**src/rtl/cdr_pkg.sv**
```systemverilog
// shared types, constants and the response byte table of the captive dns responder
// no dependencies; used by cdr_parser, cdr_emitter, captive_dns_responder, cdr_checker and the testbench
package cdr_pkg;

	localparam int HDR_LEN = 12;
	localparam int TAIL_LEN = 16;
	localparam int COUNT_W = 10;
	localparam int SEQ_W = 5;
	localparam int HDR_AW = 4;
	localparam int MAX_RESPONSE_BYTES_DEF = 512;

	localparam logic [COUNT_W-1:0] COUNT_MAX = 10'd1023;
	localparam logic [COUNT_W-1:0] HDR_LAST_IDX = 10'(HDR_LEN - 1);
	localparam logic [COUNT_W-1:0] QR_IDX = 10'd2;
	localparam int QR_BIT = 7;

	// positions in the combined header and answer sequence
	localparam logic [SEQ_W-1:0] SEQ_HDR_FIRST = 5'd0;
	localparam logic [SEQ_W-1:0] SEQ_HDR_LAST = 5'(HDR_LEN - 1);
	localparam logic [SEQ_W-1:0] SEQ_TAIL_FIRST = 5'(HDR_LEN);
	localparam logic [SEQ_W-1:0] SEQ_LAST = 5'(HDR_LEN + TAIL_LEN - 1);

	// result status codes
	localparam logic [1:0] ST_DATA = 2'd0;
	localparam logic [1:0] ST_SHORT = 2'd1;
	localparam logic [1:0] ST_NOT_QUERY = 2'd2;
	localparam logic [1:0] ST_TOO_LONG = 2'd3;

	// configuration register indexes
	localparam logic REG_ADDRESS = 1'b0;
	localparam logic REG_TTL = 1'b1;

	localparam logic [31:0] RESET_ADDRESS = 32'hC0A8_0401;
	localparam logic [31:0] RESET_TTL = 32'd86400;

	localparam logic [7:0] FLAGS_HI = 8'h81;
	localparam logic [7:0] FLAGS_LO = 8'h80;
	localparam logic [7:0] PTR_HI = 8'hC0;
	localparam logic [7:0] PTR_LO = 8'h0C;
	localparam logic [7:0] RDLEN_LO = 8'h04;

	typedef struct packed {
		logic [31:0] address;
		logic [31:0] ttl;
	} cfg_t;

	typedef struct packed {
		logic              en;
		logic [HDR_AW-1:0] addr;
		logic [7:0]        data;
	} hdr_wr_t;

	// results caused by one query byte: an optional single result first,
	// then an optional run over the header and answer sequence
	typedef struct packed {
		logic             single;
		logic [7:0]       single_byte;
		logic             single_last;
		logic [1:0]       single_status;
		logic             seq;
		logic [SEQ_W-1:0] start;
		logic [SEQ_W-1:0] stop;
	} job_t;

	function automatic logic [7:0] seq_byte(input logic [SEQ_W-1:0] pos,
			input logic [7:0] hdr, input cfg_t cfg);
		logic [7:0] v;
		case (pos)
			5'd2: v = FLAGS_HI;
			5'd3: v = FLAGS_LO;
			5'd6: v = 8'h00;
			5'd7: v = 8'h01;
			5'd12: v = PTR_HI;
			5'd13: v = PTR_LO;
			5'd14: v = 8'h00;
			5'd15: v = 8'h01;
			5'd16: v = 8'h00;
			5'd17: v = 8'h01;
			5'd18: v = cfg.ttl[31:24];
			5'd19: v = cfg.ttl[23:16];
			5'd20: v = cfg.ttl[15:8];
			5'd21: v = cfg.ttl[7:0];
			5'd22: v = 8'h00;
			5'd23: v = RDLEN_LO;
			5'd24: v = cfg.address[31:24];
			5'd25: v = cfg.address[23:16];
			5'd26: v = cfg.address[15:8];
			5'd27: v = cfg.address[7:0];
			default: v = hdr;
		endcase
		return v;
	endfunction

endpackage

```
**src/rtl/captive_dns_responder.sv**
```systemverilog
// captive dns responder: answers each dns query that is not dropped with one A record
// query bytes in on the s_ stream, response bytes out on the m_ stream
// configuration: cfg_index 0 answer address, 1 answer ttl; write on cfg_we
// a request on s_ carries one query byte, s_tlast on the last byte
// results on m_ carry a byte (m_tdata), m_tlast on the last result of a packet
// and the status in m_tuser (0 data, 1 dropped short, 2 not a query, 3 too long)
// the first result passes through the job registers and then the output register
// throughput while m_tready is high: one request per cycle while the question is
// echoed; the byte that completes the header is followed by 12 results, the last byte
// by 16 answer results, one per cycle; s_tready rises only in the cycle that moves
// the last one into the output register (the output and job registers set this rate)
// drops give one result with byte zero; a too-long query has its echoed bytes
// already sent, the receiver discards them on status 3
// reset clears counters, job and output valid and loads the default address and ttl;
// the header store needs no reset
// a stalled receiver holds the output register; one more request can be taken
// into the job registers, then s_tready drops
module captive_dns_responder #(
	parameter int MAX_RESPONSE_BYTES = cdr_pkg::MAX_RESPONSE_BYTES_DEF
) (
	input  logic        clk,
	input  logic        arst_n,
	input  logic        s_tvalid,
	output logic        s_tready,
	input  logic [7:0]  s_tdata,   // [7:0] query_byte
	input  logic        s_tlast,
	output logic        m_tvalid,
	input  logic        m_tready,
	output logic [7:0]  m_tdata,   // [7:0] reply_byte
	output logic        m_tlast,
	output logic [1:0]  m_tuser,   // [1:0] status
	input  logic        cfg_we,
	input  logic        cfg_index,
	input  logic [31:0] cfg_data
);

	cdr_pkg::cfg_t    cfg_q;
	cdr_pkg::hdr_wr_t hdr_wr;
	cdr_pkg::job_t    job;
	logic             accept;
	logic             can_accept;

	always_ff @(posedge clk or negedge arst_n) begin
		if (!arst_n) begin
			cfg_q.address <= cdr_pkg::RESET_ADDRESS;
			cfg_q.ttl <= cdr_pkg::RESET_TTL;
		end else if (cfg_we) begin
			case (cfg_index)
				cdr_pkg::REG_ADDRESS: cfg_q.address <= cfg_data;
				cdr_pkg::REG_TTL: cfg_q.ttl <= cfg_data;
				default: cfg_q <= cfg_q;
			endcase
		end
	end

	assign s_tready = can_accept;
	assign accept = s_tvalid && can_accept;

	cdr_parser #(
		.MAX_RESPONSE_BYTES(MAX_RESPONSE_BYTES)
	) u_parser (
		.clk(clk),
		.arst_n(arst_n),
		.accept(accept),
		.query_byte(s_tdata),
		.query_last(s_tlast),
		.hdr_wr(hdr_wr),
		.job(job)
	);

	cdr_emitter u_emitter (
		.clk(clk),
		.arst_n(arst_n),
		.load(accept),
		.job(job),
		.hdr_wr(hdr_wr),
		.cfg(cfg_q),
		.can_accept(can_accept),
		.out_valid(m_tvalid),
		.out_ready(m_tready),
		.reply_byte(m_tdata),
		.reply_last(m_tlast),
		.status(m_tuser)
	);

endmodule

```
**src/rtl/cdr_parser.sv**
```systemverilog
// query parser: byte counter, drop tracking and the result job for each request
// depends on cdr_pkg
module cdr_parser #(
	parameter int MAX_RESPONSE_BYTES = cdr_pkg::MAX_RESPONSE_BYTES_DEF
) (
	input  logic             clk,
	input  logic             arst_n,
	input  logic             accept,
	input  logic [7:0]       query_byte,
	input  logic             query_last,
	output cdr_pkg::hdr_wr_t hdr_wr,
	output cdr_pkg::job_t    job
);

	localparam logic [cdr_pkg::COUNT_W-1:0] LIMIT =
		cdr_pkg::COUNT_W'(MAX_RESPONSE_BYTES - cdr_pkg::TAIL_LEN);

	logic [cdr_pkg::COUNT_W-1:0] count_q;
	logic [1:0]                  drop_q;
	logic [1:0]                  drop_n;
	logic                        in_hdr;
	logic                        hdr_done;
	logic                        echo;

	always_comb begin
		in_hdr = count_q < cdr_pkg::COUNT_W'(cdr_pkg::HDR_LEN);
		drop_n = drop_q;
		if (count_q == cdr_pkg::QR_IDX && query_byte[cdr_pkg::QR_BIT] &&
				drop_q == cdr_pkg::ST_DATA) begin
			drop_n = cdr_pkg::ST_NOT_QUERY;
		end
		hdr_done = count_q == cdr_pkg::HDR_LAST_IDX && drop_n == cdr_pkg::ST_DATA;
		echo = 1'b0;
		if (!in_hdr && drop_q == cdr_pkg::ST_DATA) begin
			if (count_q >= LIMIT) begin
				drop_n = cdr_pkg::ST_TOO_LONG;
			end else begin
				echo = 1'b1;
			end
		end

		hdr_wr.en = accept && in_hdr;
		hdr_wr.addr = count_q[cdr_pkg::HDR_AW-1:0];
		hdr_wr.data = query_byte;

		job.single = echo;
		job.single_byte = query_byte;
		job.single_last = 1'b0;
		job.single_status = cdr_pkg::ST_DATA;
		job.seq = hdr_done;
		job.start = cdr_pkg::SEQ_HDR_FIRST;
		job.stop = cdr_pkg::SEQ_HDR_LAST;
		if (query_last) begin
			if (count_q < cdr_pkg::HDR_LAST_IDX) begin
				job.single = 1'b1;
				job.single_byte = 8'h00;
				job.single_last = 1'b1;
				job.single_status = cdr_pkg::ST_SHORT;
				job.seq = 1'b0;
			end else if (drop_n != cdr_pkg::ST_DATA) begin
				job.single = 1'b1;
				job.single_byte = 8'h00;
				job.single_last = 1'b1;
				job.single_status = drop_n;
				job.seq = 1'b0;
			end else begin
				// answer record follows the header or the last echoed byte
				job.seq = 1'b1;
				job.start = hdr_done ? cdr_pkg::SEQ_HDR_FIRST : cdr_pkg::SEQ_TAIL_FIRST;
				job.stop = cdr_pkg::SEQ_LAST;
			end
		end
	end

	always_ff @(posedge clk or negedge arst_n) begin
		if (!arst_n) begin
			count_q <= '0;
			drop_q <= cdr_pkg::ST_DATA;
		end else if (accept) begin
			if (query_last) begin
				count_q <= '0;
				drop_q <= cdr_pkg::ST_DATA;
			end else begin
				count_q <= (count_q < cdr_pkg::COUNT_MAX) ? count_q + 1'b1 : cdr_pkg::COUNT_MAX;
				drop_q <= drop_n;
			end
		end
	end

endmodule

```
**src/rtl/cdr_emitter.sv**
```systemverilog
// result sequencer: header store, job registers and the output register
// depends on cdr_pkg
module cdr_emitter (
	input  logic             clk,
	input  logic             arst_n,
	input  logic             load,
	input  cdr_pkg::job_t    job,
	input  cdr_pkg::hdr_wr_t hdr_wr,
	input  cdr_pkg::cfg_t    cfg,
	output logic             can_accept,
	output logic             out_valid,
	input  logic             out_ready,
	output logic [7:0]       reply_byte,
	output logic             reply_last,
	output logic [1:0]       status
);

	logic [7:0] hdr_q [cdr_pkg::HDR_LEN];

	logic                      single_q;
	logic [7:0]                single_byte_q;
	logic                      single_last_q;
	logic [1:0]                single_status_q;
	logic                      seq_q;
	logic [cdr_pkg::SEQ_W-1:0] pos_q;
	logic [cdr_pkg::SEQ_W-1:0] stop_q;

	logic       out_valid_q;
	logic [7:0] out_byte_q;
	logic       out_last_q;
	logic [1:0] out_status_q;

	logic       out_free;
	logic       finish;
	logic [7:0] hdr_rd;
	logic [7:0] seq_val;

	always_comb begin
		out_free = !out_valid_q || out_ready;
		finish = out_free && ((single_q && !seq_q) || (!single_q && seq_q && pos_q == stop_q));
		can_accept = !(single_q || seq_q) || finish;
		hdr_rd = (pos_q <= cdr_pkg::SEQ_HDR_LAST) ? hdr_q[pos_q[cdr_pkg::HDR_AW-1:0]] : 8'h00;
		seq_val = cdr_pkg::seq_byte(pos_q, hdr_rd, cfg);
	end

	always_ff @(posedge clk) begin
		if (hdr_wr.en) begin
			hdr_q[hdr_wr.addr] <= hdr_wr.data;
		end
	end

	always_ff @(posedge clk or negedge arst_n) begin
		if (!arst_n) begin
			single_q <= 1'b0;
			seq_q <= 1'b0;
			pos_q <= '0;
			stop_q <= '0;
			out_valid_q <= 1'b0;
		end else begin
			if (out_free) begin
				out_valid_q <= single_q || seq_q;
			end
			// a load only happens when the current job is idle or finishing
			if (load) begin
				single_q <= job.single;
				seq_q <= job.seq;
				pos_q <= job.start;
				stop_q <= job.stop;
			end else if (out_free) begin
				if (single_q) begin
					single_q <= 1'b0;
				end else if (seq_q) begin
					pos_q <= pos_q + 1'b1;
					if (pos_q == stop_q) begin
						seq_q <= 1'b0;
					end
				end
			end
		end
	end

	// payload registers
	always_ff @(posedge clk) begin
		if (load) begin
			single_byte_q <= job.single_byte;
			single_last_q <= job.single_last;
			single_status_q <= job.single_status;
		end
		if (out_free) begin
			if (single_q) begin
				out_byte_q <= single_byte_q;
				out_last_q <= single_last_q;
				out_status_q <= single_status_q;
			end else begin
				out_byte_q <= seq_val;
				out_last_q <= pos_q == cdr_pkg::SEQ_LAST;
				out_status_q <= cdr_pkg::ST_DATA;
			end
		end
	end

	assign out_valid = out_valid_q;
	assign reply_byte = out_byte_q;
	assign reply_last = out_last_q;
	assign status = out_status_q;

endmodule

```
**config.mk**
```make
export PLATFORM = sky130hd
export DESIGN_NAME = captive_dns_responder
export DESIGN_NICKNAME = d
export VERILOG_FILES = /design/src/rtl/cdr_pkg.sv /design/src/rtl/captive_dns_responder.sv /design/src/rtl/cdr_parser.sv /design/src/rtl/cdr_emitter.sv
export SDC_FILE = /design/constraint.sdc
export NUM_CORES = 1
export LEC_CHECK = 0
export BUFFER_PORTS_ARGS = -buffer_cell sky130_fd_sc_hd__buf_2
export CAP_MARGIN = 10
export CORE_ASPECT_RATIO = 0.7
export CORE_MARGIN = 2
export CORE_UTILIZATION = 29
export DETAILED_ROUTE_END_ITERATION = 10
export SLEW_MARGIN = 20
export SYNTH_ARGS = -nofsm -noshare
export SYNTH_HDL_FRONTEND = slang
export SYNTH_SLANG_ARGS = --single-unit
export TNS_END_PERCENT = 1
```
**constraint.sdc**
```tcl
create_clock -name clk -period 2.7 [get_ports clk]
set_input_delay 0.675 -clock clk [delete_from_list [all_inputs] [get_ports clk]]
set_output_delay 0.675 -clock clk [all_outputs]
set_load 0.01 [all_outputs]
```
==> qor.csv <==
stage;metric;value;unit
run_status;status;finished clean;
synth;synth_seq_cells;204;
synth;synthFlopType;edfxtp_1;
synth;synth-seq-area-share;0.627;
timing;worst_pin_slew;0.836;ns
finish;fillCellCount;3011;
timing;finalWorstPathRequiredPeriod;2.60;ns
worst_hold_path;min_path_type;primary input to async pin;
worst_setup_path;end_kind;primary output;
drt;drt-initial-drc-count;479;
drt;avgViaCountPerCell;5.02;
clock_tree;cts_buffers;21;
worst_setup_path;arrival;1.93;ns
drt;routed_wirelength;23300;um
clock_tree;clk_pin_slew;0.06;ns
worst_setup_path;worstSetupPathType;flop to primary output;
clock_tree;cts_htree_levels;1;
worst_setup_path;reg2reg_slack;0.27;ns
finish;diodes;0;
timing;setup-tns-final;0;ns
synth;synth_edf_count;118;
worst_setup_path;cp_max_fo;3;
finish;layout.cells.non_filler;1145;
timing;fin_skew;0.0194;ns
timing;fmax;0.384;GHz
synth;synth_top_cell_area_share;0.389;
placed_design;finalWeightedCongestion;0.816;
synth;syn_area;9110;um^2
floorplan;io_pins;60;
drt;route.vias.total;5750;
drt;ant_nets;0;
timing;slew_viol_final;0;
timing;maxSlewHeadroom;0.442;
placed_design;dp.final_hpwl;16300;um
finish;final_net_count;765;
placed_design;placedInstanceArea;10100;um^2
worst_setup_path;start_kind;flop;
global_route;grt_first_pass_wirelength;36700;um
pwr;irDropWorstVdd;448;uV
finish;syn_to_final_growth;18.3;%
floorplan;die_height;152;um
clock_tree;cts_root_buf;clkbuf_16;
finish;final_common_cell;edfxtp_1;
placed_design;place_inst;1106;
synth;avgSynthCellArea;14.5;um^2
finish;final_area;10800;um^2
floorplan;die_area;32900;um^2
global_route;grt_max_degree;42;
floorplan;core;31000;um^2
synth;synth_nets;682;
timing;setup-violations-final;0;
floorplan;start_util;0.294;
synth;syn-instance-count;627;
global_route;grt_overflow;0;
global_route;antenna_found_initial;0;
job;drv_cap;0;
drt;wl_per_cell;20.3;um
finish;drive_above_1_share;0.337;
synth;synth_cell_type_count;65;
pwr;powerDensity;772;nW/um^2
worst_setup_path;crit_path_end;s_tready;
synth;synth_area_leader_cell;edfxtp_1;
finish;final_cell_mix;edfxtp_1, dfrtp_1, mux2_2;
placed_design;pre_cts_ws;0.127;ns
timing;final-hold-violation-count;0;
synth;ys_async_sr_fraction;0.422;
clock_tree;cts_tree;built;
synth;ys_top_cells_by_area;edfxtp_1, dfrtp_1, mux2_2;
clock_tree;clkLatencyLatePin;0.50;ns
placed_design;io_buffers;59;
worst_setup_path;timing.rr.end;u_emitter.reply_byte[4]$_DFFE_PP_;
global_route;first_global_vias;5820;
pwr;total_power;8.32;mW
worst_setup_path;cp.required;2.03;ns
floorplan;num_rows;54;
floorplan;die_x;216;um
worst_setup_path;r2r_cells;7;
clock_tree;clock-sinks;204;
pwr;leakage;4.01;nW
global_route;track_usage;0.143;
timing;fin_crit_sh;0.964;
synth;synth_warnings;0;
drt;firstDrtPassIters;5;
worst_setup_path;startpoint;u_emitter.pos_q[0]$_DFFE_PN0P_;
drt;drc;0;
timing;rsz0062_at_grt;false;
clock_tree;clk_path_buf_depth;3;
worst_setup_path;rr_startpoint;u_emitter.pos_q[1]$_DFFE_PN0P_;
timing;fin_ws;0.0981;ns
==> area by class of cell <==
class | count | area [um^2] | share of cell area
well taps | 420 | 526 | 0.0488
multi-input cells | 371 | 3190 | 0.296
repair buffers | 97 | 633 | 0.0587
clock buffers | 29 | 589 | 0.0547
clock inverters | 9 | 76.3 | 0.00708
inverters | 15 | 57.6 | 0.00534
flip-flops and latches | 204 | 5710 | 0.530
==> how the worst min path moves through the flow <==
stage / to / slack, ns
finish: u_emitter.out_valid$_DFFE_PN0P_ / 0.18
detailed placement: cfg_q[27]$_DFFE_PN0P_ / 0.49
floorplan: cfg_q[0]$_DFFE_PN0P_ / 0.38
CTS: u_emitter.pos_q[4]$_DFFE_PN0P_ / 0.19
global route: u_parser.count_q[5]$_DFFE_PN0P_ / 0.21
global placement: cfg_q[30]$_DFFE_PN0P_ / 0.49
==> layer usage <==
layer  track usage  part of all wire
met4        0.0204             0.010
met5             0                 0
met3        0.0323             0.077
met2         0.191              0.40
met1         0.235              0.51
==> state kept, by name (all words and copies together), names as in the netlist <==
register                   flops
cfg_q                         64
u_emitter.hdr_q               96
u_emitter.out_valid            1
u_emitter.pos_q                5
u_emitter.reply_byte           8
u_emitter.reply_last           1
u_emitter.seq_q                1
u_emitter.single_byte_q        8
u_emitter.single_last_q        1
u_emitter.single_q             1
u_emitter.single_status_q      2
u_emitter.status               2
u_emitter.stop_q               2
u_parser.count_q              10
u_parser.drop_q                2
==> through the flow <==
step | util | hold WS [ns]
after floorplan | - | 0.379
after global placement | 0.326 | 0.486
after detailed placement | 0.326 | 0.493
after CTS | 0.348 | 0.185
after global routing | 0.348 | 0.213
final | 0.348 | 0.180
==> cells by family (layout without fill, tap and decap cells) <==
| group | Yosys count | count (layout) | synth area share |
|---|---|---|---|
| adder cells (fa/ha/maj) | 8 | 8 | 0.0110 |
| XOR/XNOR | 5 | 5 | 0.00481 |
| flip-flops | 204 | 204 | 0.627 |
| AO/OA/AOI/OAI | 112 | 112 | 0.0868 |
| buffers and inverters | 52 | 150 | 0.0261 |
| AND/OR/NAND/NOR | 136 | 136 | 0.0853 |
| multiplexers | 110 | 110 | 0.159 |
==> Yosys cell counts, drive strengths merged (3+ instances only) <==
cell     count
edfxtp     118
dfrtp       74
mux2        68
nand2       33
a21oi       24
buf         21
mux2i       21
mux4        21
nor2        20
o21ai       17
clkbuf      16
and2        15
nor2b       14
nand3       13
dfstp       12
inv         12
a31oi       11
and3         9
nand4        9
a22oi        8
ha           8
nand2b       7
a21o         5
a41oi        5
nor4         5
o211ai       5
a2111oi      4
o22ai        4
xnor2        4
a221oi       3
a31o         3
a41o         3
clkinv       3
nor3         3
o311ai       3
o41ai        3
==> where the power goes <==
group / internal, mW / leakage [nW] / total [mW] / switching, mW
combinational: 0.646 / 1.55 / 1.52 / 0.874
clock: 1.63 / 0.330 / 2.82 / 1.19
sequential: 3.75 / 2.12 / 3.98 / 0.235
total: 6.02 / 4.01 / 8.32 / 2.30
==> worst max-delay path: stages (launching register included) <==
cell	delay (ns)
dfrtp_1	0.44
nor4_4	0.30
a31oi_2	0.09
o41ai_4	0.41
buf_2	0.21
==> timing repair <==
item / in CTS / in global routing
endpoints found under the setup margin: 1 / 1
gates resized for setup: 0 / 1
hold endpoints to repair: 0 / 0
buffers inserted: 1 / 0
hold buffers: 0 / 0
pin swaps: 1 / 0
Note: power is estimated with default switching activity, not from simulation.
